$ cat config.mk
export PLATFORM = sky130hd
export DESIGN_NAME = bpc_pressure
export DESIGN_NICKNAME = d
export VERILOG_FILES = /design/src/hdl/bpc_pkg.sv /design/src/hdl/bpc_pressure.sv
export SDC_FILE = /design/constraint.sdc
export NUM_CORES = 2
export LEC_CHECK = 0
export ABC_CLOCK_PERIOD_IN_PS = 10000
export BUFFER_PORTS_ARGS = -buffer_cell sky130_fd_sc_hd__buf_2
export CORE_MARGIN = 2
export CORE_UTILIZATION = 50
export DETAILED_ROUTE_END_ITERATION = 16
export PLACE_DENSITY = 0.69
export SLEW_MARGIN = 20
export SYNTH_ARGS = -nofsm -noshare
export SYNTH_HDL_FRONTEND = slang
export SYNTH_SLANG_ARGS = --single-unit
export TNS_END_PERCENT = 5
$ cat constraint.sdc
create_clock -name clk -period 10 [get_ports clk]
set_input_delay 1 -clock clk [delete_from_list [all_inputs] [get_ports clk]]
set_output_delay 1 -clock clk [all_outputs]
set_load 0.05 [all_outputs]
$ cat src/hdl/bpc_pkg.sv
// Package for the barometric pressure compensation block.
// Widths, shift amounts, register indexes and the structs passed between stages.
// No dependencies.
package bpc_pkg;

  localparam int RAW_W   = 24;
  localparam int COEF_W  = 16;
  localparam int TEMP_W  = 19;
  localparam int PRES_W  = 32;

  localparam int APB_ADDR_W = 5;
  localparam int APB_DATA_W = 32;
  localparam int REG_IDX_W  = 3;

  // datapath widths
  localparam int DT_W    = RAW_W + 1;
  localparam int MUL_W   = DT_W + COEF_W + 1;
  localparam int DTSQ_W  = 2 * DT_W;
  localparam int X_W     = 18;
  localparam int B_W     = X_W + 1;
  localparam int T2_W    = 18;
  localparam int OFF1_W  = 36;
  localparam int SENS1_W = 35;
  localparam int SQ_W    = 35;
  localparam int TERM_W  = 39;
  localparam int OFF_W   = 40;
  localparam int SENS_W  = 40;
  localparam int SPLIT   = 20;
  localparam int PP_LO_W = RAW_W + SPLIT;
  localparam int PP_HI_W = RAW_W + 1 + SENS_W - SPLIT;
  localparam int PROD_W  = 64;

  // shift amounts
  localparam int REF_SHIFT       = 8;
  localparam int TEMP_SHIFT      = 23;
  localparam int OFF_BASE_SHIFT  = 16;
  localparam int OFF_SHIFT       = 7;
  localparam int SENS_BASE_SHIFT = 15;
  localparam int SENS_SHIFT      = 8;
  localparam int T2_SHIFT        = 31;
  localparam int P_SHIFT1        = 21;
  localparam int P_SHIFT2        = 15;

  localparam int PSH_W  = PROD_W - P_SHIFT1;
  localparam int DIFF_W = PSH_W + 1;

  // temperature thresholds, relative to the first-order offset from 20.00 C
  localparam int TEMP_BASE = 2000;
  localparam int B_OFFSET  = 3500;

  localparam logic signed [63:0] PRES_MAX = 64'sd2147483647;
  localparam logic signed [63:0] PRES_MIN = -64'sd2147483648;

  localparam int PIPE_DEPTH = 10;

  typedef enum logic [REG_IDX_W-1:0] {
    REG_SENS,
    REG_OFFSET,
    REG_SENS_TC,
    REG_OFFSET_TC,
    REG_REF_TEMP,
    REG_TEMP_COEFF
  } reg_idx_t;

  typedef struct packed {
    logic [COEF_W-1:0] sens_coeff;
    logic [COEF_W-1:0] offset_coeff;
    logic [COEF_W-1:0] sens_temp_coeff;
    logic [COEF_W-1:0] offset_temp_coeff;
    logic [COEF_W-1:0] ref_temp;
    logic [COEF_W-1:0] temp_coeff;
  } cfg_t;

  typedef struct packed {
    logic [RAW_W-1:0]          d1;
    logic signed [X_W-1:0]     x;
    logic signed [B_W-1:0]     b;
    logic signed [OFF1_W-1:0]  off1;
    logic signed [SENS1_W-1:0] sens1;
    logic [T2_W-1:0]           t2;
  } first_t;

  typedef struct packed {
    logic [RAW_W-1:0]         d1;
    logic signed [TEMP_W-1:0] temp;
    logic signed [OFF_W-1:0]  off;
    logic signed [SENS_W-1:0] sens;
  } comp_t;

  typedef struct packed {
    logic signed [TEMP_W-1:0] temperature;
    logic signed [PRES_W-1:0] pressure;
    logic                     saturated;
  } rsp_t;

endpackage

$ cat src/hdl/bpc_pressure.sv
// Stages 8-10: D1 * SENS in two partial products, scaling, saturation.
// Depends on bpc_pkg.
module bpc_pressure (
  input  logic            clk,
  input  logic            rst,
  input  logic            in_valid,
  output logic            in_ready,
  input  bpc_pkg::comp_t  in_data,
  output logic            out_valid,
  input  logic            out_ready,
  output bpc_pkg::rsp_t   out_data
);
  import bpc_pkg::*;

  logic s8_valid, s9_valid, s10_valid;
  logic s8_ready, s9_ready, s10_ready;

  logic [PP_LO_W-1:0]        s8_pp_lo;
  logic signed [PP_HI_W-1:0] s8_pp_hi;
  logic signed [TEMP_W-1:0]  s8_temp;
  logic signed [OFF_W-1:0]   s8_off;

  logic signed [PSH_W-1:0]   s9_psh;
  logic signed [TEMP_W-1:0]  s9_temp;
  logic signed [OFF_W-1:0]   s9_off;

  rsp_t                      s10_data;

  logic [PP_LO_W-1:0]        pp_lo;
  logic signed [PP_HI_W-1:0] pp_hi;
  logic signed [PROD_W-1:0]  prod;
  logic signed [DIFF_W-1:0]  diff;
  logic signed [63:0]        p_wide;
  logic                      over;
  logic                      under;

  assign s10_ready = !s10_valid || out_ready;
  assign s9_ready  = !s9_valid || s10_ready;
  assign s8_ready  = !s8_valid || s9_ready;
  assign in_ready  = s8_ready;

  always_ff @(posedge clk) begin
    if (rst) begin
      s8_valid  <= 1'b0;
      s9_valid  <= 1'b0;
      s10_valid <= 1'b0;
    end else begin
      if (s8_ready)  s8_valid  <= in_valid;
      if (s9_ready)  s9_valid  <= s8_valid;
      if (s10_ready) s10_valid <= s9_valid;
    end
  end

  // stage 8: partial products, SENS split into low unsigned and high signed halves
  assign pp_lo = PP_LO_W'(in_data.d1) * PP_LO_W'(in_data.sens[SPLIT-1:0]);
  assign pp_hi = PP_HI_W'($signed({1'b0, in_data.d1}))
               * PP_HI_W'($signed(in_data.sens[SENS_W-1:SPLIT]));

  always_ff @(posedge clk) begin
    if (s8_ready) begin
      s8_pp_lo <= pp_lo;
      s8_pp_hi <= pp_hi;
      s8_temp  <= in_data.temp;
      s8_off   <= in_data.off;
    end
  end

  // stage 9: D1 * SENS / 2^21
  assign prod = (PROD_W'(s8_pp_hi) <<< SPLIT) + PROD_W'(s8_pp_lo);

  always_ff @(posedge clk) begin
    if (s9_ready) begin
      s9_psh  <= prod[PROD_W-1:P_SHIFT1];
      s9_temp <= s8_temp;
      s9_off  <= s8_off;
    end
  end

  // stage 10: (. - OFF) / 2^15, clamp to 32-bit signed
  assign diff   = DIFF_W'(s9_psh) - DIFF_W'(s9_off);
  assign p_wide = 64'($signed(diff[DIFF_W-1:P_SHIFT2]));
  assign over   = p_wide > PRES_MAX;
  assign under  = p_wide < PRES_MIN;

  always_ff @(posedge clk) begin
    if (s10_ready) begin
      s10_data.temperature <= s9_temp;
      s10_data.saturated   <= over || under;
      if (over) begin
        s10_data.pressure <= PRES_MAX[PRES_W-1:0];
      end else if (under) begin
        s10_data.pressure <= PRES_MIN[PRES_W-1:0];
      end else begin
        s10_data.pressure <= p_wide[PRES_W-1:0];
      end
    end
  end

  assign out_valid = s10_valid;
  assign out_data  = s10_data;

endmodule

==> flow_metrics.tcl <==
set metrics [dict create \
    outcome "complete, no violations" \
    num_io_pins 181 \
    drt-initial-drc-count 1850 \
    synthCells 4272 \
    insertion_delay_ps 570 \
    hold_viol_final 0 \
    antenna_found_initial 7 \
    clock_tree.root_cell "clkbuf_16" \
    core.rowCount 107 \
    wire_per_inst_um 18.8 \
    min_path_cells 0 \
    grt_pass1_vias 30500 \
    setup_tns_ps 0 \
    crit_chain "buf_2 -> buf_4 -> and2_1 -> fa_1 -> inv_1 -> fa_1 -> inv_1 -> fa_1 -> fa_1 -> fa_1 -> fa_1 -> inv_1 -> fa_1 -> inv_1 -> ha_1 -> a21o_1 -> a31oi_1 -> nand2_1 -> o31ai_1 -> a211oi_1 -> or2_2 -> a31oi_1 -> o31ai_1 -> xor2_1" \
    path_common_cell "fa_1" \
    path_delay_family "adder cells" \
    cts_resized 0 \
    yosys_warnings 0 \
    slew_headroom 0.340 \
    core_um2 84900 \
    endpoint_kind "flop" \
    final_area_um2 45600 \
    hold_start "s8_temp[4]" \
    track_usage 0.243 \
    synth_top_area_frac 0.368 \
    rsz0062_at_grt "no" \
    cts_buffer_depth 3 \
    die_h_um 296 \
    overflow 0 \
    die_w_um 296 \
    utilization 0.538 \
    crit_fanout 25 \
    cp.required_ps 10300 \
    synth_top_area_cell "fa_1" \
    start_util 0.503 \
    io_buffers 180 \
    r2r_start "s8_pp_lo[21]" \
    placed_area_um2 44600 \
    grt_pass1_wl_um 166000 \
    max_stage_delay_ps 680 \
    startpoint_type "primary input" \
    drv_slew 0 \
    vias 28900 \
    cp.buffers_inverters 6 \
    htree_levels 1 \
    yosysMostFrequentCell "inv_1" \
    syn_nets 5576 \
    dr.pass1.iters 5 \
    ctsHoldBuffers 0 \
    dieArea_um2 87800 \
    setup_viol 0 \
    wirelength_um 103000 \
    cts_buffers 29 \
    final_nets 5634 \
    hp-class "reg -> reg" \
    async_flop_share 0 \
    grt_max_degree 78 \
    viasPerCell 5.27 \
    synth.area.top_cells "fa_1 37%, edfxtp_1 20%, ha_1 11%, inv_1 8.0%, and2_1 6.8%" \
    clk_pin_slew_ps 60 \
    ys_ff_latch 282 \
    synth_edf_count 279 \
    drc_errors 0 \
    synth_area_um2 42700 \
    drv_cap 0 \
    gp_congestion 0.885 \
    tightestPinTransition_ps 991 \
    ys_seq_area_frac 0.197 \
    synth_cell_types 64 \
    post_cts_buffers 0 \
    drive_gt1_frac 0.0648 \
    fin_crit_ps 8010 \
    r2r_end "s9_psh[35]" \
    crit_path_top_delay_cell "o31ai_1" \
    synth.avg_cell_area_um2 10.0 \
    hpwl_um 81300 \
    area_growth_pct 6.80 \
    reg2reg_depth 12 \
    fmax_mhz 125 \
    clock-skew-final_ps 20.4 \
    cts.sink_count 282 \
    crit_type "in -> reg" \
    antenna_cells 0 \
    synth_common_cells "910 x inv_1, 785 x fa_1, 545 x nand2_1" \
    min_to "s9_temp[4]" \
    cts_tree "built" \
    synth_flop_cell "edfxtp_1" \
    cp.arrival_ps 8320 \
    ant_nets 0 \
    period_share 0.801 \
    reg2reg_slack_ps 6790 \
]
## metrics by stage
step                      cells  hold WS (ps)  setup slack (ps)
after floorplan            4272           400              2630
after global placement     5443           400              1590
after detailed placement   5443           405              1480
after CTS                  5495           416              2080
after global routing       5495           422              1790
final                      5495           416              1990
## cell usage in the layout, fill, tap and decap left out, types with 47 or more instances in the layout
cell / count
nand2_1: 544
xnor2_1: 82
fa_1: 785
nor2_1: 101
a21oi_1: 99
edfxtp_1: 279
and2_1: 462
ha_1: 392
buf_2: 180
a21o_1: 87
xor2_1: 47
o21ai_0: 47
inv_1: 908
## worst max path at each step
stage,start,endpoint,cells after the start
finish,in_data[103],s8_pp_hi[42],24
global route,in_data[108],s8_pp_hi[42],24
CTS,in_data[103],s8_pp_hi[42],24
detailed placement,in_data[108],s8_pp_hi[42],24
global placement,in_data[108],s8_pp_hi[42],24
floorplan,in_data[100],s8_pp_lo[40],24
## final cells by class
cell class	count	area, µm²
Clock buffer	32	737
Clock inverter	20	269
Fill cell	7709	39200
Inverter	910	3420
Multi-Input combinational cell	2890	30200
Sequential cell	282	8440
Tap cell	1144	1430
Timing Repair Buffer	217	1180
## per-layer routing
metal  GRT usage  vias to the layer above  routed length [µm]
met5           0                        -                  33
li1            -                    13100                   -
met1       0.334                    14600               43200
met2       0.407                     1018               49000
met3      0.0389                      159                8560
met4      0.0565                        4                2430
## registers in the layout, indices dropped and copies added (netlist names)
name / cells
s9_psh: 43
s8_pp_lo: 24
out_data: 50
s8_pp_hi: 44
s9_off: 40
s9_temp: 19
s8_off: 40
out_valid: 1
s8_temp: 19
s8_valid: 1
s9_valid: 1
## logic make-up after synthesis
| logic type | after synthesis | synth area share |
|---|---|---|
| AOI/OAI and AO/OA | 335 | 0.0521 |
| other | 1 | 0.0000878 |
| muxes | 1 | 0.000234 |
| adders and majority gates | 1177 | 0.483 |
| DFF | 282 | 0.197 |
| xor gates and xnor gates | 129 | 0.0264 |
| buffers and inverters | 1100 | 0.0968 |
| and+or+nand+nor | 1247 | 0.144 |
Power is not shown: default switching activity piles up to over one toggle a cycle in this logic, so the estimate is an artifact.
