<file path="src/hdl/bpc_pkg.sv">
// Package for the barometric pressure compensation block.
// Widths, shift amounts, register indexes and the structs passed between stages.
// No dependencies.
package bpc_pkg;

  localparam int RAW_W   = 24;
  localparam int COEF_W  = 16;
  localparam int TEMP_W  = 19;
  localparam int PRES_W  = 32;

  localparam int APB_ADDR_W = 5;
  localparam int APB_DATA_W = 32;
  localparam int REG_IDX_W  = 3;

  // datapath widths
  localparam int DT_W    = RAW_W + 1;
  localparam int MUL_W   = DT_W + COEF_W + 1;
  localparam int DTSQ_W  = 2 * DT_W;
  localparam int X_W     = 18;
  localparam int B_W     = X_W + 1;
  localparam int T2_W    = 18;
  localparam int OFF1_W  = 36;
  localparam int SENS1_W = 35;
  localparam int SQ_W    = 35;
  localparam int TERM_W  = 39;
  localparam int OFF_W   = 40;
  localparam int SENS_W  = 40;
  localparam int SPLIT   = 20;
  localparam int PP_LO_W = RAW_W + SPLIT;
  localparam int PP_HI_W = RAW_W + 1 + SENS_W - SPLIT;
  localparam int PROD_W  = 64;

  // shift amounts
  localparam int REF_SHIFT       = 8;
  localparam int TEMP_SHIFT      = 23;
  localparam int OFF_BASE_SHIFT  = 16;
  localparam int OFF_SHIFT       = 7;
  localparam int SENS_BASE_SHIFT = 15;
  localparam int SENS_SHIFT      = 8;
  localparam int T2_SHIFT        = 31;
  localparam int P_SHIFT1        = 21;
  localparam int P_SHIFT2        = 15;

  localparam int PSH_W  = PROD_W - P_SHIFT1;
  localparam int DIFF_W = PSH_W + 1;

  // temperature thresholds, relative to the first-order offset from 20.00 C
  localparam int TEMP_BASE = 2000;
  localparam int B_OFFSET  = 3500;

  localparam logic signed [63:0] PRES_MAX = 64'sd2147483647;
  localparam logic signed [63:0] PRES_MIN = -64'sd2147483648;

  localparam int PIPE_DEPTH = 10;

  typedef enum logic [REG_IDX_W-1:0] {
    REG_SENS,
    REG_OFFSET,
    REG_SENS_TC,
    REG_OFFSET_TC,
    REG_REF_TEMP,
    REG_TEMP_COEFF
  } reg_idx_t;

  typedef struct packed {
    logic [COEF_W-1:0] sens_coeff;
    logic [COEF_W-1:0] offset_coeff;
    logic [COEF_W-1:0] sens_temp_coeff;
    logic [COEF_W-1:0] offset_temp_coeff;
    logic [COEF_W-1:0] ref_temp;
    logic [COEF_W-1:0] temp_coeff;
  } cfg_t;

  typedef struct packed {
    logic [RAW_W-1:0]          d1;
    logic signed [X_W-1:0]     x;
    logic signed [B_W-1:0]     b;
    logic signed [OFF1_W-1:0]  off1;
    logic signed [SENS1_W-1:0] sens1;
    logic [T2_W-1:0]           t2;
  } first_t;

  typedef struct packed {
    logic [RAW_W-1:0]         d1;
    logic signed [TEMP_W-1:0] temp;
    logic signed [OFF_W-1:0]  off;
    logic signed [SENS_W-1:0] sens;
  } comp_t;

  typedef struct packed {
    logic signed [TEMP_W-1:0] temperature;
    logic signed [PRES_W-1:0] pressure;
    logic                     saturated;
  } rsp_t;

endpackage

</file>
<file path="src/hdl/bpc_second_order.sv">
// Stages 4-7: low-temperature second-order correction and final OFF / SENS.
// Depends on bpc_pkg.
module bpc_second_order (
  input  logic             clk,
  input  logic             rst,
  input  logic             in_valid,
  output logic             in_ready,
  input  bpc_pkg::first_t  in_data,
  output logic             out_valid,
  input  logic             out_ready,
  output bpc_pkg::comp_t   out_data
);
  import bpc_pkg::*;

  logic s4_valid, s5_valid, s6_valid, s7_valid;
  logic s4_ready, s5_ready, s6_ready, s7_ready;

  logic [RAW_W-1:0]          s4_d1;
  logic signed [TEMP_W-1:0]  s4_temp;
  logic signed [OFF1_W-1:0]  s4_off1;
  logic signed [SENS1_W-1:0] s4_sens1;
  logic [SQ_W-1:0]           s4_sq;
  logic [SQ_W-1:0]           s4_sq2;
  logic                      s4_low;
  logic                      s4_deep;

  logic [RAW_W-1:0]          s5_d1;
  logic signed [TEMP_W-1:0]  s5_temp;
  logic signed [OFF1_W-1:0]  s5_off1;
  logic signed [SENS1_W-1:0] s5_sens1;
  logic [TERM_W-1:0]         s5_five;
  logic [TERM_W-1:0]         s5_seven;
  logic [TERM_W-1:0]         s5_eleven;

  logic [RAW_W-1:0]          s6_d1;
  logic signed [TEMP_W-1:0]  s6_temp;
  logic signed [OFF1_W-1:0]  s6_off1;
  logic signed [SENS1_W-1:0] s6_sens1;
  logic [TERM_W-1:0]         s6_off2;
  logic [TERM_W-1:0]         s6_sens2;

  comp_t                     s7_data;

  logic signed [2*X_W-1:0]   sq_full;
  logic signed [2*B_W-1:0]   sq2_full;
  logic signed [TEMP_W:0]    temp_sum;
  logic                      low;
  logic                      deep;
  logic [TERM_W-1:0]         five;
  logic [TERM_W-1:0]         seven;
  logic [TERM_W-1:0]         eleven;

  assign s7_ready = !s7_valid || out_ready;
  assign s6_ready = !s6_valid || s7_ready;
  assign s5_ready = !s5_valid || s6_ready;
  assign s4_ready = !s4_valid || s5_ready;
  assign in_ready = s4_ready;

  always_ff @(posedge clk) begin
    if (rst) begin
      s4_valid <= 1'b0;
      s5_valid <= 1'b0;
      s6_valid <= 1'b0;
      s7_valid <= 1'b0;
    end else begin
      if (s4_ready) s4_valid <= in_valid;
      if (s5_ready) s5_valid <= s4_valid;
      if (s6_ready) s6_valid <= s5_valid;
      if (s7_ready) s7_valid <= s6_valid;
    end
  end

  // stage 4: squares, final temperature
  // below 20.00 C when x < 0, below -15.00 C when x + 3500 < 0
  assign low      = in_data.x[X_W-1];
  assign deep     = in_data.b[B_W-1];
  assign sq_full  = (2*X_W)'($signed(in_data.x)) * (2*X_W)'($signed(in_data.x));
  assign sq2_full = (2*B_W)'($signed(in_data.b)) * (2*B_W)'($signed(in_data.b));
  assign temp_sum = (TEMP_W+1)'($signed(in_data.x)) + (TEMP_W+1)'(TEMP_BASE)
                  - (low ? (TEMP_W+1)'(in_data.t2) : '0);

  always_ff @(posedge clk) begin
    if (s4_ready) begin
      s4_d1    <= in_data.d1;
      s4_temp  <= temp_sum[TEMP_W-1:0];
      s4_off1  <= in_data.off1;
      s4_sens1 <= in_data.sens1;
      s4_sq    <= sq_full[SQ_W-1:0];
      s4_sq2   <= sq2_full[SQ_W-1:0];
      s4_low   <= low;
      s4_deep  <= deep;
    end
  end

  // stage 5: constant multiples of the squares
  assign five   = TERM_W'({s4_sq, 2'b0}) + TERM_W'(s4_sq);
  assign seven  = TERM_W'({s4_sq2, 3'b0}) - TERM_W'(s4_sq2);
  assign eleven = TERM_W'({s4_sq2, 3'b0}) + TERM_W'({s4_sq2, 1'b0}) + TERM_W'(s4_sq2);

  always_ff @(posedge clk) begin
    if (s5_ready) begin
      s5_d1     <= s4_d1;
      s5_temp   <= s4_temp;
      s5_off1   <= s4_off1;
      s5_sens1  <= s4_sens1;
      s5_five   <= s4_low ? five : '0;
      s5_seven  <= (s4_low && s4_deep) ? seven : '0;
      s5_eleven <= (s4_low && s4_deep) ? eleven : '0;
    end
  end

  // stage 6: OFF2 and SENS2
  always_ff @(posedge clk) begin
    if (s6_ready) begin
      s6_d1    <= s5_d1;
      s6_temp  <= s5_temp;
      s6_off1  <= s5_off1;
      s6_sens1 <= s5_sens1;
      s6_off2  <= (s5_five >> 1) + s5_seven;
      s6_sens2 <= (s5_five >> 2) + (s5_eleven >> 1);
    end
  end

  // stage 7: corrected OFF and SENS
  always_ff @(posedge clk) begin
    if (s7_ready) begin
      s7_data.d1   <= s6_d1;
      s7_data.temp <= s6_temp;
      s7_data.off  <= OFF_W'(s6_off1) - OFF_W'(s6_off2);
      s7_data.sens <= SENS_W'(s6_sens1) - SENS_W'(s6_sens2);
    end
  end

  assign out_valid = s7_valid;
  assign out_data  = s7_data;

endmodule

</file>
<file path="config.mk">
export PLATFORM = sky130hd
export DESIGN_NAME = bpc_second_order
export DESIGN_NICKNAME = d
export VERILOG_FILES = /design/src/hdl/bpc_pkg.sv /design/src/hdl/bpc_second_order.sv
export SDC_FILE = /design/constraint.sdc
export NUM_CORES = 2
export LEC_CHECK = 0
export ABC_AREA = 1
export BUFFER_PORTS_ARGS = -buffer_cell sky130_fd_sc_hd__buf_2
export CAP_MARGIN = 20
export CORE_MARGIN = 1.5
export CORE_UTILIZATION = 44
export DETAILED_ROUTE_END_ITERATION = 8
export SLEW_MARGIN = 20
export SYNTH_ARGS = -nofsm -noshare
export SYNTH_HDL_FRONTEND = slang
export SYNTH_SLANG_ARGS = --single-unit
</file>
<file path="constraint.sdc">
create_clock -name clk -period 22.9 [get_ports clk]
set_clock_uncertainty 0.15 [all_clocks]
set_input_delay 4.58 -clock clk [delete_from_list [all_inputs] [get_ports clk]]
set_output_delay 4.58 -clock clk [all_outputs]
set_load 0.01 [all_outputs]
</file>
==> flow_summary.yaml <==
status:
  status: "completed"
grt:
  grt_overflow: 0
  grt_pass1_wl_mm: 276
  antenna_found_initial: 2
  grt_pass1_vias: 50800
  grt_util_all_layers_pct: 23.2
  grt_max_degree: 145
setup_path:
  worstSetupPathType: "in2out"
  cp_slowest_cell: "nor2_1"
  path_buf_inv: 4
  crit_required_ns: 18.17
  cpPeakStageDelay_ns: 0.50
  crit_family: "simple AND/OR/NAND/NOR gates"
  cp_max_fo: 66
  cp-end-kind: "output port"
  cp_cell_sequence: "buf_2 > nor2_1 > inv_6 > nor2_1 > inv_8 > nor2_1 > nand2_4 > buf_2"
  crit_arrival_ns: 6.86
  cp-start-kind: "input pin"
  crit_top_cell: "nor2_1"
sta:
  fin_crit_sh_pct: 50.6
  rsz0062_at_grt: "no"
  fmax_mhz: 86.2
  setup_tns_ns: 0
  layout_min_cycle_time_ns: 11.59
  setup_viol: 0
  relSlewSlack_pct: 35.0
  tightest_slew_ns: 0.975
  drv_slew: 0
  hold_viol: 0
placement:
  dp_hpwl_mm: 146
  io_buffers: 278
  gp_congestion: 0.966
routing:
  wl_per_cell_um: 17.6
  firstDrtPassIters: 6
  met1Wirelength_mm: 78.6
  routed_wl_mm: 175
  viasPerCell: 5.04
  ant_nets: 0
  vias: 49900
  drc: 0
  first_iter_violations: 3137
  routed.top_layer: "met4"
  met2_length_mm: 84.1
  wl_met3_mm: 6.51
cts:
  clockBufferDepth: 3
  root_buffer: "clkbuf_16"
  cts_htree_levels: 3
  cts_hold_buf: 0
  cts_setup_buffers: 0
  cts_resized: 0
  clkSlewWorstSetupHoldPaths_ns: 0.06
  cts-buffers-inserted: 78
  clk_latency_ns: 0.68
  cts_tree: "built"
  cts.sinks: 727
hold_path:
  hp-class: "reg2reg"
synth:
  yosysMostFrequentCell: "nand2_1"
  syn_area_sq_um: 65800
  yosys.area.top_type_share_pct: 33.0
  async_flop_share_pct: 0
  synth_edf_count: 723
  synth_compound_area_share_pct: 6.69
  synth_top_area_cell: "edfxtp_1"
  synthDistinctLibCells: 48
  synthesis.nets: 8931
  synth_common_cells: "nand2_1 (1,905), inv_1 (1,597), edfxtp_1 (723)"
  netlist_top_cells_area: "edfxtp_1 (33%), fa_1 (20%), nand2_1 (11%)"
  syn_avg_cell_area_sq_um: 8.61
  synth_fa_ha_area_share_pct: 29.0
  synth-main-ff-cell: "edfxtp_1"
  synth-xor-area-share_pct: 2.36
  yosysSeqAreaShare_pct: 33.1
  synthSimpleGateAreaFrac_pct: 19.2
  ys_warn_count: 0
  synth_seq_cells: 727
  synthMuxAreaShare_pct: 0
  synth_top_family_by_area: "adder cells"
  synthCells: 7639
flow_run:
  max_cap_viol_count: 0
floorplan:
  fp.dieH_um: 390
  ios: 279
  die_area_sq_um: 152000
  rows: 141
  start_util_pct: 44.5
  die_w_um: 390
  coreArea_sq_um: 148000
cells_and_area:
  drive_above_1_share_pct: 6.35
  area_delta_synth_final_pct: 9.36
  nets: 9211
logic make-up after synthesis:
logic type | after synthesis
AO/OA/AOI/OAI | 792
XOR/XNOR | 177
adder cells (fa/ha/maj) | 1138
buffers and inverters | 1694
flip-flops | 727
other | 1
AND/OR/NAND/NOR | 3110
routing by layer:
metal | up-vias | GRT usage, %
li1 | 24600 | -
met1 | 23900 | 31.3
met2 | 1092 | 39.7
met3 | 244 | 1.73
met4 | 0 | 7.46
met5 | - | 0
cell type report:
type,count,area (sq um)
multi-input cells,5218,37600
fillers,14200,76100
flip-flops and latches,727,21800
well taps,1930,2410
repair buffers,290,1490
inverters,1604,6040
diodes,1,2.50
clock inverters,46,508
clock buffers,93,2060
sequential cells by signal, summed over array words and instances, names as in the netlist, 34 cells and up:
| signal | cells |
|---|---|
| s4_sens1 | 35 |
| s5_seven | 38 |
| s6_sens1 | 35 |
| s4_sq | 34 |
| s4_sq2 | 34 |
| s5_off1 | 36 |
| s6_sens2 | 38 |
| s5_sens1 | 35 |
| s5_five | 36 |
| out_data | 123 |
| s6_off2 | 39 |
| s4_off1 | 36 |
| s5_eleven | 37 |
| s6_off1 | 36 |
path summary, 6_finish.rpt:
check	cells after the start	startpoint	end	slack, ns
worst min register to register	0	s6_d1[7]	out_data[106]	0.24
worst min-delay path	0	s6_d1[7]	out_data[106]	0.24
worst max-delay path	8	out_ready	in_ready	11.31
worst max register to register	9	out_valid	s4_d1[14]	18.90
layout by cell type (no fill, tap or decap), types with 19 or more instances in the layout:
cell type / count
inv_1: 1594
a21o_1: 41
xor2_1: 139
ha_1: 497
nor3_1: 45
buf_2: 278
nand4_1: 83
xnor2_1: 38
edfxtp_1: 723
nand2_1: 1904
nand3_1: 271
clkbuf_16: 79
fa_1: 641
o21ai_0: 202
o21bai_1: 50
nor2_1: 695
nand2_2: 29
a21oi_1: 421
o21a_1: 19
through the flow:
step	std cells	area [sq um]	hold WS [ns]	util (%)	setup slack [ns]
final	9909	72000	0.238	48.6	11.31
after global routing	9908	72000	0.247	48.6	11.11
after CTS	9908	72000	0.235	48.6	11.28
after detailed placement	9769	69400	0.255	46.9	11.29
after global placement	9769	69400	0.250	46.9	11.31
after floorplan	7639	65800	0.250	-	3.01
Power is left out: the tool's default activity adds up to more than one toggle a clock period on the data nets, which glitch-free logic cannot reach.
