**src/hdl/bpc_pkg.sv**
```systemverilog
// Package for the barometric pressure compensation block.
// Widths, shift amounts, register indexes and the structs passed between stages.
// No dependencies.
package bpc_pkg;

  localparam int RAW_W   = 24;
  localparam int COEF_W  = 16;
  localparam int TEMP_W  = 19;
  localparam int PRES_W  = 32;

  localparam int APB_ADDR_W = 5;
  localparam int APB_DATA_W = 32;
  localparam int REG_IDX_W  = 3;

  // datapath widths
  localparam int DT_W    = RAW_W + 1;
  localparam int MUL_W   = DT_W + COEF_W + 1;
  localparam int DTSQ_W  = 2 * DT_W;
  localparam int X_W     = 18;
  localparam int B_W     = X_W + 1;
  localparam int T2_W    = 18;
  localparam int OFF1_W  = 36;
  localparam int SENS1_W = 35;
  localparam int SQ_W    = 35;
  localparam int TERM_W  = 39;
  localparam int OFF_W   = 40;
  localparam int SENS_W  = 40;
  localparam int SPLIT   = 20;
  localparam int PP_LO_W = RAW_W + SPLIT;
  localparam int PP_HI_W = RAW_W + 1 + SENS_W - SPLIT;
  localparam int PROD_W  = 64;

  // shift amounts
  localparam int REF_SHIFT       = 8;
  localparam int TEMP_SHIFT      = 23;
  localparam int OFF_BASE_SHIFT  = 16;
  localparam int OFF_SHIFT       = 7;
  localparam int SENS_BASE_SHIFT = 15;
  localparam int SENS_SHIFT      = 8;
  localparam int T2_SHIFT        = 31;
  localparam int P_SHIFT1        = 21;
  localparam int P_SHIFT2        = 15;

  localparam int PSH_W  = PROD_W - P_SHIFT1;
  localparam int DIFF_W = PSH_W + 1;

  // temperature thresholds, relative to the first-order offset from 20.00 C
  localparam int TEMP_BASE = 2000;
  localparam int B_OFFSET  = 3500;

  localparam logic signed [63:0] PRES_MAX = 64'sd2147483647;
  localparam logic signed [63:0] PRES_MIN = -64'sd2147483648;

  localparam int PIPE_DEPTH = 10;

  typedef enum logic [REG_IDX_W-1:0] {
    REG_SENS,
    REG_OFFSET,
    REG_SENS_TC,
    REG_OFFSET_TC,
    REG_REF_TEMP,
    REG_TEMP_COEFF
  } reg_idx_t;

  typedef struct packed {
    logic [COEF_W-1:0] sens_coeff;
    logic [COEF_W-1:0] offset_coeff;
    logic [COEF_W-1:0] sens_temp_coeff;
    logic [COEF_W-1:0] offset_temp_coeff;
    logic [COEF_W-1:0] ref_temp;
    logic [COEF_W-1:0] temp_coeff;
  } cfg_t;

  typedef struct packed {
    logic [RAW_W-1:0]          d1;
    logic signed [X_W-1:0]     x;
    logic signed [B_W-1:0]     b;
    logic signed [OFF1_W-1:0]  off1;
    logic signed [SENS1_W-1:0] sens1;
    logic [T2_W-1:0]           t2;
  } first_t;

  typedef struct packed {
    logic [RAW_W-1:0]         d1;
    logic signed [TEMP_W-1:0] temp;
    logic signed [OFF_W-1:0]  off;
    logic signed [SENS_W-1:0] sens;
  } comp_t;

  typedef struct packed {
    logic signed [TEMP_W-1:0] temperature;
    logic signed [PRES_W-1:0] pressure;
    logic                     saturated;
  } rsp_t;

endpackage

```
**src/hdl/bpc_first_order.sv**
```systemverilog
// Stages 1-3: temperature difference, coefficient products, first-order terms.
// Depends on bpc_pkg.
module bpc_first_order (
  input  logic                        clk,
  input  logic                        rst,
  input  bpc_pkg::cfg_t               cfg,
  input  logic                        in_valid,
  output logic                        in_ready,
  input  logic [bpc_pkg::RAW_W-1:0]   raw_pressure,
  input  logic [bpc_pkg::RAW_W-1:0]   raw_temperature,
  output logic                        out_valid,
  input  logic                        out_ready,
  output bpc_pkg::first_t             out_data
);
  import bpc_pkg::*;

  logic s1_valid, s2_valid, s3_valid;
  logic s1_ready, s2_ready, s3_ready;

  logic [RAW_W-1:0]          s1_d1;
  logic signed [DT_W-1:0]    s1_dt;

  logic [RAW_W-1:0]          s2_d1;
  logic signed [MUL_W-1:0]   s2_prod_t;
  logic signed [MUL_W-1:0]   s2_prod_off;
  logic signed [MUL_W-1:0]   s2_prod_sens;
  logic signed [DTSQ_W-1:0]  s2_dtsq;

  first_t                    s3_data;

  logic signed [MUL_W-1:0]   prod_t;
  logic signed [MUL_W-1:0]   prod_off;
  logic signed [MUL_W-1:0]   prod_sens;
  logic signed [DTSQ_W-1:0]  dtsq;
  logic signed [X_W-1:0]     x;

  assign s3_ready = !s3_valid || out_ready;
  assign s2_ready = !s2_valid || s3_ready;
  assign s1_ready = !s1_valid || s2_ready;
  assign in_ready = s1_ready;

  always_ff @(posedge clk) begin
    if (rst) begin
      s1_valid <= 1'b0;
      s2_valid <= 1'b0;
      s3_valid <= 1'b0;
    end else begin
      if (s1_ready) s1_valid <= in_valid;
      if (s2_ready) s2_valid <= s1_valid;
      if (s3_ready) s3_valid <= s2_valid;
    end
  end

  // stage 1: dT = D2 - C5 * 2^8
  always_ff @(posedge clk) begin
    if (s1_ready) begin
      s1_d1 <= raw_pressure;
      s1_dt <= $signed({1'b0, raw_temperature}) - $signed({1'b0, cfg.ref_temp, 8'b0});
    end
  end

  // stage 2: products with dT
  assign prod_t    = MUL_W'(s1_dt) * MUL_W'($signed({1'b0, cfg.temp_coeff}));
  assign prod_off  = MUL_W'(s1_dt) * MUL_W'($signed({1'b0, cfg.offset_temp_coeff}));
  assign prod_sens = MUL_W'(s1_dt) * MUL_W'($signed({1'b0, cfg.sens_temp_coeff}));
  assign dtsq      = DTSQ_W'(s1_dt) * DTSQ_W'(s1_dt);

  always_ff @(posedge clk) begin
    if (s2_ready) begin
      s2_d1        <= s1_d1;
      s2_prod_t    <= prod_t;
      s2_prod_off  <= prod_off;
      s2_prod_sens <= prod_sens;
      s2_dtsq      <= dtsq;
    end
  end

  // stage 3: first-order temperature offset, OFF, SENS, T2
  assign x = s2_prod_t[TEMP_SHIFT+X_W-1:TEMP_SHIFT];

  always_ff @(posedge clk) begin
    if (s3_ready) begin
      s3_data.d1    <= s2_d1;
      s3_data.x     <= x;
      s3_data.b     <= B_W'(x) + B_W'(B_OFFSET);
      s3_data.off1  <= OFF1_W'({cfg.offset_coeff, {OFF_BASE_SHIFT{1'b0}}})
                     + OFF1_W'($signed(s2_prod_off[MUL_W-1:OFF_SHIFT]));
      s3_data.sens1 <= SENS1_W'({cfg.sens_coeff, {SENS_BASE_SHIFT{1'b0}}})
                     + SENS1_W'($signed(s2_prod_sens[MUL_W-1:SENS_SHIFT]));
      s3_data.t2    <= s2_dtsq[T2_SHIFT+T2_W-1:T2_SHIFT];
    end
  end

  assign out_valid = s3_valid;
  assign out_data  = s3_data;

endmodule

```
**config.mk**
```make
export PLATFORM = sky130hd
export DESIGN_NAME = bpc_first_order
export DESIGN_NICKNAME = d
export VERILOG_FILES = /design/src/hdl/bpc_pkg.sv /design/src/hdl/bpc_first_order.sv
export SDC_FILE = /design/constraint.sdc
export NUM_CORES = 2
export LEC_CHECK = 0
export ABC_AREA = 0
export BUFFER_PORTS_ARGS = -buffer_cell sky130_fd_sc_hd__buf_4
export CAP_MARGIN = 15
export CORE_MARGIN = 10
export CORE_UTILIZATION = 57
export CTS_CLUSTER_SIZE = 10
export DETAILED_ROUTE_END_ITERATION = 16
export PLACE_DENSITY = 0.74
export SLEW_MARGIN = 10
export SYNTH_ARGS = -nofsm -noshare
export SYNTH_HDL_FRONTEND = slang
export SYNTH_SLANG_ARGS = --single-unit
```
**constraint.sdc**
```tcl
create_clock -name clk -period 11 [get_ports clk]
set_input_delay 0.55 -clock clk [delete_from_list [all_inputs] [get_ports clk]]
set_output_delay 0.55 -clock clk [all_outputs]
set_load 0.02 [all_outputs]
```
==> metrics <==
Max Slew Vio Count=0; layout cell share with drive strength beyond 1=around 5.7%; Area Overhead vs Synth=6.78%; Post-Syn Instances=between 7000 and 8000; largest net degree at the start of global routing=between 70 and 80; CORE AREA=~130000 µm²; Yosys top cell by area=fa_1; simple-gate share of the synthesized area=around 12%; fraction of registers with async set or reset after synthesis=0%; CTS Buffer Depth=3; clk_skew=0.0614 ns; part of the Yosys area used for sequential elements=a little over an eighth; Reg clk slew, reported paths=0.07 ns; Post-Syn Area=around 73000 µm²; endpoints failing setup=0; Critical Path RT=11.37 ns; worst hold path type=in2reg; Ports=300; Starting Density=57.3%; FF-to-FF path depth=26; Critical Path Source Type=flop; clk sinks=approximately 330; share of the synthesized area in the top cell type=approximately half; main combinational cell family by area after synthesis=adder cells; Cell variety after synth=67; CTS tree=built; Die ar.=around 140000 µm²; setup slack, reg-to-reg=between 2 and 2.5 ns; yosys warns=0; chip width=roughly 380 µm; Site Rows=approximately 130; vias in the first global route=between 50000 and 60000; first-pass GRT wire length=about 290 mm; root buffer cell=clkbuf_16; CP peak stage delay=1.02 ns; drt wl/cell=18.7 µm; Max Cap Viol=0; First-pass DRT Iterations=6; top area cells in the synthesized netlist=fa_1 48%, edfxtp_1 13%, inv_1 10%; post-detailed-routing wire length=171 mm; Seq cells post-synth=~330; HPWL Detailed=approximately 140 mm; Min-Delay Endpoint=s1_dt[5]; crit end category=flop; post-CTS sizing=0; initial antenna violation count=11; Post-CTS Setup Repair Bufs=0; Crit Path Category=reg2reg; Iter 0 DRT Violations=~2800; Synth Area in Adders=56.8%; crit path DAT=between 9 and 10 ns; Compound-Gate Fraction of Synth Area=under 10%; Post-synth EDFFs=roughly 330; ys flop type=edfxtp_1; Hold Path Stages=1; post-synthesis xor/xnor area fraction=about 2.2%; Reg-to-Reg Start=s1_dt[15]; minimum clock period=8.81 ns; Vias/cell=about 5.3; gr usage total=between 20% and 30%; hold_sp=raw_temperature[5]; Hold Buf Count CTS=0; syn_area_per_cell=approximately 10 µm²; status=complete, no violations; routability cong.=approximately 0.9; Die Y=between 300 and 400 µm; Worst-Skew Late Latency=0.65 ns; post-route ant nets=0; TritonCTS Buffers=44; drt drc=0; total grt overflow=0; FF-to-FF End=s2_dtsq[48]; Final nets=about 9800; mux cell area share after synthesis=0.0137%; maximum clock frequency=between 0.1 and 0.15 GHz; RSZ-0062 raised after global routing=false; Setup TNS Final=0 ns; CP max stage cell=edfxtp_1; Port-buffer cells=around 300; Critical path origin=s1_dt[15]; Final period util=between 80% and 90%; vias=48704; most common cell type on the critical path=fa_1; Max-Slew Margin vs Limit=a little under a third; final hold vios=0; H-tree Lvls=2; worst-path fanout max=35; Tightest Pin Transition=around 1.0 ns; Synthesized Nets=about 10000
==> synth_stat cells (4+ instances only) <==
library cell,n
xor2_1,46
and2_1,605
a221oi_1,6
a31oi_1,15
nand2b_1,31
nor2b_1,43
inv_1,2021
nand3_1,36
o211ai_1,8
nor3_1,31
o21a_1,26
a21o_1,46
o21ai_0,65
fa_1,1762
o21ai_1,7
and3_1,18
nor2_1,121
nand4_1,15
ha_1,499
xnor2_1,139
nand2_1,948
o311ai_0,4
clkbuf_1,305
or3_1,8
o31ai_1,4
a21boi_1,5
o21bai_1,11
a211o_1,7
a21oi_1,105
a211oi_1,11
a21boi_0,7
edfxtp_1,326
and4_1,7
==> through the flow <==
step                area [µm²]  hold slack [ns]  util [%]  instances  setup WS [ns]
detailed placement       76700            0.405      60.2       9046           2.41
floorplan                73100            0.400         -       7341           3.65
CTS                      78000           0.0458      61.2       9111           2.35
finish                   78000           0.0855      61.2       9113           2.19
global route             78000           0.0793      61.2       9111           1.83
global placement         76700            0.400      60.2       9046           2.55
==> worst max-delay path, delay by kind of cell, from the launching register on <==
family                     cells  cell delay, ns
adders and majority gates      8            3.85
DFF                            1            1.02
xor gates and xnor gates       1            0.11
buffers and inverters          7            1.17
and+or+nand+nor                4            0.79
AOI/OAI and AO/OA              6            1.55
==> state kept, by name, indices dropped and copies added (netlist names) <==
| name | flops |
|---|---|
| out_data | 148 |
| s2_prod_off | 35 |
| s2_prod_sens | 34 |
| s1_dt | 25 |
| s1_d1 | 24 |
| s2_d1 | 24 |
| s2_dtsq | 18 |
| s2_prod_t | 18 |
| out_valid | 1 |
| s1_valid | 1 |
| s2_valid | 1 |
==> worst max-delay path by stage <==
stage / endpoint / cells after the start / slack (ns)
finish: s2_dtsq[48] / 26 / 2.19
global placement: s2_dtsq[48] / 26 / 2.55
floorplan: s2_dtsq[48] / 27 / 3.65
CTS: s2_dtsq[46] / 26 / 2.35
detailed placement: s2_dtsq[48] / 26 / 2.41
global route: s2_dtsq[48] / 26 / 1.83
==> area by class of cell <==
cell class	instances	area (µm²)
antenna	2	5.00
clock buffer	49	1120
clock inverter	16	200
fill	10558	49500
inverter	2021	7600
multi-input combinational	4682	54500
sequential	329	9850
tap	1662	2080
timing repair buffer	352	2710
==> kinds of logic after synthesis <==
group	count (synthesis)
adder cells (fa/ha/maj)	2261
flip-flops	329
AND/OR/NAND/NOR	1871
multiplexers	1
XOR/XNOR	185
buffers and inverters	2330
AO/OA/AOI/OAI	364
==> metal layers <==
layer,vias up,global-route usage (%),routed length (µm),part of all wire (%)
met1,25218,31.1,64200,38
met5,-,0,57,0.033
met3,376,4.34,12400,7.2
met4,10,8.76,6330,3.7
li1,21428,-,-,-
met2,1672,44.4,87700,51
==> cells in the final DEF (no fill, tap or decap), types with 5 or more instances in the layout <==
master | synthesis | routed
a211o_1 | 7 | 7
a211oi_1 | 11 | 11
a21boi_0 | 7 | 7
a21boi_1 | 5 | 5
a21o_1 | 46 | 46
a21oi_1 | 105 | 105
a221oi_1 | 6 | 6
a31oi_1 | 15 | 15
and2_1 | 605 | 605
and3_1 | 18 | 18
and4_1 | 7 | 7
buf_12 | 0 | 5
buf_4 | 2 | 347
clkbuf_1 | 305 | 5
clkbuf_16 | 0 | 44
edfxtp_1 | 326 | 326
fa_1 | 1762 | 1762
ha_1 | 499 | 499
inv_1 | 2021 | 2019
inv_6 | 0 | 5
nand2_1 | 948 | 947
nand2b_1 | 31 | 31
nand3_1 | 36 | 36
nand4_1 | 15 | 15
nor2_1 | 121 | 121
nor2b_1 | 43 | 43
nor3_1 | 31 | 31
o211ai_1 | 8 | 8
o21a_1 | 26 | 26
o21ai_0 | 65 | 65
o21ai_1 | 7 | 7
o21bai_1 | 11 | 11
or3_1 | 8 | 8
xnor2_1 | 139 | 139
xor2_1 | 46 | 46
Power is left out: the tool's default activity adds up to more than one toggle a clock period on the data nets, which glitch-free logic cannot reach.
