File: config.mk
export PLATFORM = sky130hd
export DESIGN_NAME = bpc_apb_regs
export DESIGN_NICKNAME = d
export VERILOG_FILES = /design/src/hdl/bpc_pkg.sv /design/src/hdl/bpc_apb_regs.sv
export SDC_FILE = /design/constraint.sdc
export NUM_CORES = 1
export LEC_CHECK = 0
export BUFFER_PORTS_ARGS = -buffer_cell sky130_fd_sc_hd__buf_2
export CORE_MARGIN = 4
export CORE_UTILIZATION = 35
export DETAILED_ROUTE_END_ITERATION = 16
export PLACE_DENSITY_LB_ADDON = 0.1
export SKIP_CTS_REPAIR_TIMING = 1
export SLEW_MARGIN = 30
export SYNTH_ARGS = -nofsm -noshare
export SYNTH_HDL_FRONTEND = slang
export SYNTH_SLANG_ARGS = --single-unit
File: constraint.sdc
create_clock -name clk -period 1.3 [get_ports clk]
set_clock_uncertainty 0.1 [all_clocks]
set_input_delay 0.195 -clock clk [delete_from_list [all_inputs] [get_ports clk]]
set_output_delay 0.195 -clock clk [all_outputs]
set_load 0.02 [all_outputs]
File: src/hdl/bpc_pkg.sv
// Package for the barometric pressure compensation block.
// Widths, shift amounts, register indexes and the structs passed between stages.
// No dependencies.
package bpc_pkg;

  localparam int RAW_W   = 24;
  localparam int COEF_W  = 16;
  localparam int TEMP_W  = 19;
  localparam int PRES_W  = 32;

  localparam int APB_ADDR_W = 5;
  localparam int APB_DATA_W = 32;
  localparam int REG_IDX_W  = 3;

  // datapath widths
  localparam int DT_W    = RAW_W + 1;
  localparam int MUL_W   = DT_W + COEF_W + 1;
  localparam int DTSQ_W  = 2 * DT_W;
  localparam int X_W     = 18;
  localparam int B_W     = X_W + 1;
  localparam int T2_W    = 18;
  localparam int OFF1_W  = 36;
  localparam int SENS1_W = 35;
  localparam int SQ_W    = 35;
  localparam int TERM_W  = 39;
  localparam int OFF_W   = 40;
  localparam int SENS_W  = 40;
  localparam int SPLIT   = 20;
  localparam int PP_LO_W = RAW_W + SPLIT;
  localparam int PP_HI_W = RAW_W + 1 + SENS_W - SPLIT;
  localparam int PROD_W  = 64;

  // shift amounts
  localparam int REF_SHIFT       = 8;
  localparam int TEMP_SHIFT      = 23;
  localparam int OFF_BASE_SHIFT  = 16;
  localparam int OFF_SHIFT       = 7;
  localparam int SENS_BASE_SHIFT = 15;
  localparam int SENS_SHIFT      = 8;
  localparam int T2_SHIFT        = 31;
  localparam int P_SHIFT1        = 21;
  localparam int P_SHIFT2        = 15;

  localparam int PSH_W  = PROD_W - P_SHIFT1;
  localparam int DIFF_W = PSH_W + 1;

  // temperature thresholds, relative to the first-order offset from 20.00 C
  localparam int TEMP_BASE = 2000;
  localparam int B_OFFSET  = 3500;

  localparam logic signed [63:0] PRES_MAX = 64'sd2147483647;
  localparam logic signed [63:0] PRES_MIN = -64'sd2147483648;

  localparam int PIPE_DEPTH = 10;

  typedef enum logic [REG_IDX_W-1:0] {
    REG_SENS,
    REG_OFFSET,
    REG_SENS_TC,
    REG_OFFSET_TC,
    REG_REF_TEMP,
    REG_TEMP_COEFF
  } reg_idx_t;

  typedef struct packed {
    logic [COEF_W-1:0] sens_coeff;
    logic [COEF_W-1:0] offset_coeff;
    logic [COEF_W-1:0] sens_temp_coeff;
    logic [COEF_W-1:0] offset_temp_coeff;
    logic [COEF_W-1:0] ref_temp;
    logic [COEF_W-1:0] temp_coeff;
  } cfg_t;

  typedef struct packed {
    logic [RAW_W-1:0]          d1;
    logic signed [X_W-1:0]     x;
    logic signed [B_W-1:0]     b;
    logic signed [OFF1_W-1:0]  off1;
    logic signed [SENS1_W-1:0] sens1;
    logic [T2_W-1:0]           t2;
  } first_t;

  typedef struct packed {
    logic [RAW_W-1:0]         d1;
    logic signed [TEMP_W-1:0] temp;
    logic signed [OFF_W-1:0]  off;
    logic signed [SENS_W-1:0] sens;
  } comp_t;

  typedef struct packed {
    logic signed [TEMP_W-1:0] temperature;
    logic signed [PRES_W-1:0] pressure;
    logic                     saturated;
  } rsp_t;

endpackage

File: src/hdl/bpc_apb_regs.sv
// APB register file holding the six calibration words.
// Depends on bpc_pkg.
module bpc_apb_regs (
  input  logic                             clk,
  input  logic                             rst,
  input  logic                             psel,
  input  logic                             penable,
  input  logic                             pwrite,
  input  logic [bpc_pkg::APB_ADDR_W-1:0]   paddr,
  input  logic [bpc_pkg::APB_DATA_W-1:0]   pwdata,
  output logic [bpc_pkg::APB_DATA_W-1:0]   prdata,
  output logic                             pready,
  output bpc_pkg::cfg_t                    cfg
);
  import bpc_pkg::*;

  reg_idx_t idx;
  logic     wr_en;

  assign idx    = reg_idx_t'(paddr[APB_ADDR_W-1:2]);
  assign wr_en  = psel && penable && pwrite;
  assign pready = 1'b1;

  always_ff @(posedge clk) begin
    if (rst) begin
      cfg <= '0;
    end else if (wr_en) begin
      case (idx)
        REG_SENS:       cfg.sens_coeff        <= pwdata[COEF_W-1:0];
        REG_OFFSET:     cfg.offset_coeff      <= pwdata[COEF_W-1:0];
        REG_SENS_TC:    cfg.sens_temp_coeff   <= pwdata[COEF_W-1:0];
        REG_OFFSET_TC:  cfg.offset_temp_coeff <= pwdata[COEF_W-1:0];
        REG_REF_TEMP:   cfg.ref_temp          <= pwdata[COEF_W-1:0];
        REG_TEMP_COEFF: cfg.temp_coeff        <= pwdata[COEF_W-1:0];
        default: ;
      endcase
    end
  end

  always_comb begin
    case (idx)
      REG_SENS:       prdata = APB_DATA_W'(cfg.sens_coeff);
      REG_OFFSET:     prdata = APB_DATA_W'(cfg.offset_coeff);
      REG_SENS_TC:    prdata = APB_DATA_W'(cfg.sens_temp_coeff);
      REG_OFFSET_TC:  prdata = APB_DATA_W'(cfg.offset_temp_coeff);
      REG_REF_TEMP:   prdata = APB_DATA_W'(cfg.ref_temp);
      REG_TEMP_COEFF: prdata = APB_DATA_W'(cfg.temp_coeff);
      default:        prdata = '0;
    endcase
  end

endmodule

==> impl_metrics.yaml, run 1 <==
worst_setup_path:
  cp-end-kind: "output port"
  rr_worst_depth: 3
  critPathMaxFanout: 2
  crit_path_start_kind: "flip-flop"
  crit_arrival_ns: 1.38
  path_class: "flip-flop to output port"
  reg2reg_from: "cfg[56]"
  reg2reg_slack_ns: 0.48
  r2r_end: "cfg[56]"
  crit_required_ns: 1.00
timing:
  period_needed_ns: 1.68
  finalSetupTns_ns: -4.65
  fmax_mhz: 597
  rsz0062_at_grt: "yes"
  hold_viol: 0
  postLayoutSetupSlackWorst_ns: -0.376
  period_share_pct: 129
  setup_viol: 16
  slew_violations: 0
finish:
  largest_reg_flops: 96
  drive_above_1_share_pct: 51.5
  fin_cells: 825
  fin_nets: 686
  largestRegisters: "cfg (96)"
  syn_to_final_growth_pct: 45.7
  post-route-cell-area_sq_um: 6870
  antenna_cells: 0
  num-fill-cells: 1256
  mostFrequentLayoutCell: "buf_2"
  mostFrequentLayoutCells: "buf_2, nand2b_1, mux2i_1"
  largest_register: "cfg"
die:
  io_pins: 171
  start_util_pct: 35.7
  coreArea_sq_um: 13200
  fp.dieH_um: 124
  dieArea_sq_um: 15400
  placementRows: 42
  die_x_um: 124
place:
  placed_cells: 801
  pre_cts_ws_ns: -0.329
  port_buffers: 135
  postPlaceCellArea_sq_um: 6220
  place.gp.congestion: 0.786
  dp_hpwl_um: 9960
clock_network:
  clockRootBuffer: "clkbuf_16"
  cts_buffers: 9
  path_clk_slew_ns: 0.07
  insertion_delay_ns: 0.34
  htree_num_levels: 3
  cts_buffer_depth: 2
  cts_tree: "done"
  cts_num_sinks: 96
drt:
  drc: 0
  ant_nets: 0
  wl_um: 14000
  wl_per_cell_um: 16.9
  vias: 3859
  via_per_inst: 4.68
  drtPass1Iterations: 4
  drtIter0Drc: 166
synth:
  synth_cells: 448
  synth_area_sq_um: 4710
  yosys_most_used_dff: "dfxtp_1"
  ys_warn_count: 0
  ys_ff_latch: 96
  seq_area_frac_synth_pct: 40.8
  async_flop_share_pct: 0
  synth-edff-count: 0
  syn_area_per_cell_sq_um: 10.5
  ys_types: 27
hold_path:
  worstHoldPathType: "primary input to flip-flop"
  worstHoldPathCells: 3
  worstHoldEndpoint: "cfg[6]"
  min_from: "pwdata[6]"
run_status:
  status: "complete, but fails checks"
  violations: "negative setup slack"
pwr:
  ir_drop_mv: 0.806
  leakage_nw: 3.61
  p_per_area_nw_per_um2: 923
grt:
  grt.total_usage_pct: 18.2
  grt_pass1_vias: 3952
  grt_pass1_wl_um: 21200
  overflow: 0
  antenna_found_initial: 0
  grt_max_degree: 54
flow_run:
  maxCapViolations: 0
[metal layers]
layer  track usage (%)  vias up  routed length [um]  share of wire (%)
met5                 0        -                   0                  0
met4              4.59        0                 147                1.1
met3              5.72       12                 855                6.1
met2              30.5      107                6720                 48
met1              22.8     1832                6260                 45
li1                  -     1908                   -                  -
[power by group]
part	total (mW)	internal [mW]	leakage (nW)	switching, mW
Sequential	2.98	2.96	0.788	0.0164
Clock	2.72	1.59	0.148	1.13
Combinational	0.639	0.274	2.67	0.365
Total	6.34	4.83	3.61	1.51
[how the worst max path moves through the flow]
stage	cells past startpoint	end	slack (ns)	startpoint
CTS	4	prdata[8]	-0.45	cfg[56]
finish	4	prdata[1]	-0.38	cfg[49]
detailed placement	6	prdata[3]	-0.33	paddr[2]
global placement	6	prdata[13]	-0.31	paddr[2]
floorplan	5	prdata[3]	-0.03	paddr[2]
global route	4	prdata[10]	-0.46	cfg[90]
[metrics by stage]
stage / utilization, % / hold slack, ns / total power [mW]
final: 52.0 / 0.148 / 6.34
after global routing: 52.0 / 0.150 / 6.60
after CTS: 49.5 / 0.129 / 6.39
after detailed placement: 47.1 / 0.378 / 3.65
after global placement: 47.1 / 0.370 / 3.65
after floorplan: - / 0.353 / 3.47
[cell usage after synthesis, types with 4 or more instances]
| library cell | instances | area share [%] |
|---|---|---|
| o21ai_0 | 4 | 0.42 |
| a22oi_1 | 7 | 1.1 |
| mux2i_1 | 114 | 24 |
| nand2_1 | 9 | 0.72 |
| buf_2 | 5 | 0.53 |
| dfxtp_1 | 96 | 41 |
| buf_4 | 24 | 3.8 |
| nand2b_1 | 112 | 15 |
| mux2_2 | 23 | 5.5 |
| o221ai_1 | 9 | 1.7 |
| clkbuf_1 | 14 | 1.1 |
| a32oi_1 | 4 | 0.74 |
| nand2_2 | 4 | 0.53 |
[critical path, cell delays in order (launching register included)]
cell      delay (ns)
dfxtp_2         0.32
mux2_4          0.27
a221oi_4        0.23
a21oi_2         0.06
buf_4           0.16
[kinds of logic after synthesis]
kind of cell | synth area share, %
flops | 40.8
simple gates | 17.7
buf+inv | 6.77
compound gates | 4.83
other cells | 0.159
mux | 29.7
[area by class of cell]
cell class                 instances  area (sq um)  area share, %
multi-input combinational        318          2840           41.4
sequential                        96          1960           28.5
timing repair buffer             218          1540           22.4
clock buffer                      11           253           3.68
tap                              176           220           3.21
clock inverter                     5          55.1          0.802
inverter                           1          3.75         0.0547
(Power assumes the default switching activity.)
==> run 2: changes to the inputs <==
--- a/config.mk
+++ b/config.mk
@@ -5,7 +5,8 @@
 export SDC_FILE = /design/constraint.sdc
 export NUM_CORES = 1
 export LEC_CHECK = 0
-export BUFFER_PORTS_ARGS = -buffer_cell sky130_fd_sc_hd__buf_2
+export ABC_AREA = 1
+export BUFFER_PORTS_ARGS = -buffer_cell sky130_fd_sc_hd__buf_4
 export CORE_MARGIN = 4
 export CORE_UTILIZATION = 35
 export DETAILED_ROUTE_END_ITERATION = 16
==> run 2 against run 1 <==
Against the previous run:
- the run still ends with negative setup slack left
- first-iteration DRC count grew to 2.8 times the previous value
- count of clock-buffer cells in the layout decreased by 1
- global-route usage up 5.2 points
- flip-flop and latch count stayed put
- synthesized cell count increased by 73%
- largest cell class unchanged
- cell area up 8.5%
- die area is 5.3% higher
- setup slack better by 0.15 ns
- fmax increased by 9.5%
- hold slack lost 0.062 ns
- register-to-register slack got worse by 0.04 ns
==> impl_metrics.yaml, run 2 <==
grt:
  antenna_found_initial: 0
  grt_max_degree: 33
  grt_pass1_vias: 4964
  grt_pass1_wl_um: 29100
  grt.total_usage_pct: 23.4
  overflow: 0
clock_network:
  insertion_delay_ns: 0.35
  path_clk_slew_ns: 0.07
  clockRootBuffer: "clkbuf_16"
  cts_buffers: 9
  htree_num_levels: 3
  cts_num_sinks: 96
  cts_tree: "done"
  cts_buffer_depth: 2
pwr:
  p_int_mw: 5.09
  switchingPower_mw: 1.86
  p_per_area_nw_per_um2: 932
  pwr-share-seq_pct: 43.4
  switching_share_pct: 26.8
  ir_drop_mv: 0.509
  power_mw: 6.94
  combPwrFrac_pct: 13.7
  leakage_nw: 3.49
  clock_power_share_pct: 42.9
timing:
  period_share_pct: 118
  hold_viol: 0
  fmax_mhz: 653
  period_needed_ns: 1.53
  rsz0062_at_grt: "yes"
  slew_violations: 0
  postLayoutSetupSlackWorst_ns: -0.231
  finalSetupTns_ns: -3.16
  setup_viol: 16
worst_setup_path:
  crit_arrival_ns: 1.24
  cp_slowest_cell: "dfxtp_2"
  crit_required_ns: 1.00
  crit_chain: "nand4_1, nand2_2, nor2_4, nand2_2, buf_6"
  crit_path_start_kind: "flip-flop"
  cp_slowest_stage_delay_ns: 0.34
  path_class: "flip-flop to output port"
  crit_family: "simple AND/OR/NAND/NOR gates"
  path_buf_inv: 1
  cp-end-kind: "output port"
  crit_top_cell: "nand2_2"
  critPathMaxFanout: 2
run_status:
  violations: "negative setup slack"
  status: "complete, but fails checks"
place:
  port_buffers: 135
  postPlaceCellArea_sq_um: 6580
  place.gp.congestion: 0.978
  dp_hpwl_um: 14500
finish:
  antenna_cells: 0
  post-route-cell-area_sq_um: 7450
  syn_to_final_growth_pct: 49.6
  largestRegisters: "cfg (96)"
  drive_above_1_share_pct: 38.2
  fin_nets: 988
  num-fill-cells: 1401
  mostFrequentLayoutCells: "nor2_1, buf_4, nand2_1"
  mostFrequentLayoutCell: "nor2_1"
  largest_reg_flops: 96
  largest_register: "cfg"
drt:
  drtIter0Drc: 458
  drc: 0
  wl_per_cell_um: 17.6
  via_per_inst: 4.94
  ant_nets: 0
  drtPass1Iterations: 5
  vias: 5583
  wl_um: 19900
synth:
  yosys_most_used_dff: "dfxtp_1"
  ys_ff_latch: 96
  synth_area_leader_cell: "dfxtp_1"
  ys_warn_count: 0
  syn_area_per_cell_sq_um: 6.44
  synth_cells: 773
  synth_area_sq_um: 4980
  async_flop_share_pct: 0
  ys_types: 20
  seq_area_frac_synth_pct: 38.6
  synthTopCellsByCount: "nor2_1, nand2_1, dfxtp_1, nand3_1"
  synth.area.top_cells: "dfxtp_1, nor2_1, nand2_1"
  synth-edff-count: 0
  post-synth-top-count-cell: "nor2_1"
  synth_top_cell_area_share_pct: 38.6
die:
  start_util_pct: 35.7
  io_pins: 171
  fp.dieH_um: 127
  dieArea_sq_um: 16200
  coreArea_sq_um: 13900
  die_x_um: 127
  placementRows: 43
flow_run:
  maxCapViolations: 0
hold_path:
  worstHoldPathType: "primary input to flip-flop"
## run 2: cell types whose count changed in the layout (fill, tap and decap cells not counted), sizes merged, moves of 4 or more
cell and change:
o221ai -9, a32oi -4, buf -5, nand2 +180
nand2b -113, mux2i -114, nor2 +231, inv +39
o21ai -4, nand3 +100, a21oi +9, nand4 +33
mux2 -23, a22oi -7
## run 2: kinds of logic (layout without fill, tap and decap cells)
kind of cell | Yosys count | after routing | synth area share, %
and+or+nand+nor | 557 | 557 | 48.3
other | 2 | 17 | 0.151
buffers and inverters | 106 | 269 | 11.8
AOI/OAI and AO/OA | 12 | 12 | 1.21
DFF | 96 | 96 | 38.6
## run 2: layer usage
metal	GRT usage [%]	wire length, um	vias to the layer above
met3	3.60	1600	28
li1	-	-	2753
met1	34.1	8930	2568
met4	9.59	504	0
met5	0	0	-
met2	34.4	8850	234
## run 2: final cells by class
class	count	area, sq um	area share (%)
multi-input cells	586	2800	37.5
inverters	37	151	2.03
clock inverters	6	90.1	1.21
repair buffers	216	1970	26.4
clock buffers	10	239	3.21
well taps	180	225	3.02
flip-flops and latches	96	1980	26.6
## run 2: path summary, 6_finish.rpt
check                           startpoint   endpoint  cells past startpoint  slack, ns
worst max-delay path                cfg[1]  prdata[1]                      5      -0.23
worst min-delay path                   rst     cfg[1]                      4       0.09
worst max register to register     cfg[86]    cfg[86]                      3       0.44
worst min register to register     cfg[67]    cfg[67]                      2       0.40
## run 2: power by group through the flow
stage / Sequential (mW) / Clock, mW / Combinational [mW]
floorplan: 3.12 / 0 / 0.488
global placement: 3.08 / 0 / 0.860
detailed placement: 3.08 / 0 / 0.864
CTS: 3.01 / 3.02 / 0.867
global route: 3.02 / 3.11 / 1.02
finish: 3.01 / 2.98 / 0.950
## run 2: metrics by stage
stage | hold slack (ns) | std cells | utilization, % | setup slack (ns)
after floorplan | 0.356 | 788 | - | 0.00635
after global placement | 0.390 | 1104 | 47.2 | -0.302
after detailed placement | 0.396 | 1104 | 47.2 | -0.294
after CTS | 0.0824 | 1120 | 49.6 | -0.362
after global routing | 0.0959 | 1131 | 53.5 | -0.264
final | 0.0862 | 1131 | 53.5 | -0.231
## run 2: tightest hold or removal path, delay by kind of cell
family / cells / cell delay (ns)
and+or+nand+nor: 2 / 0.13
buffers and inverters: 2 / 0.19
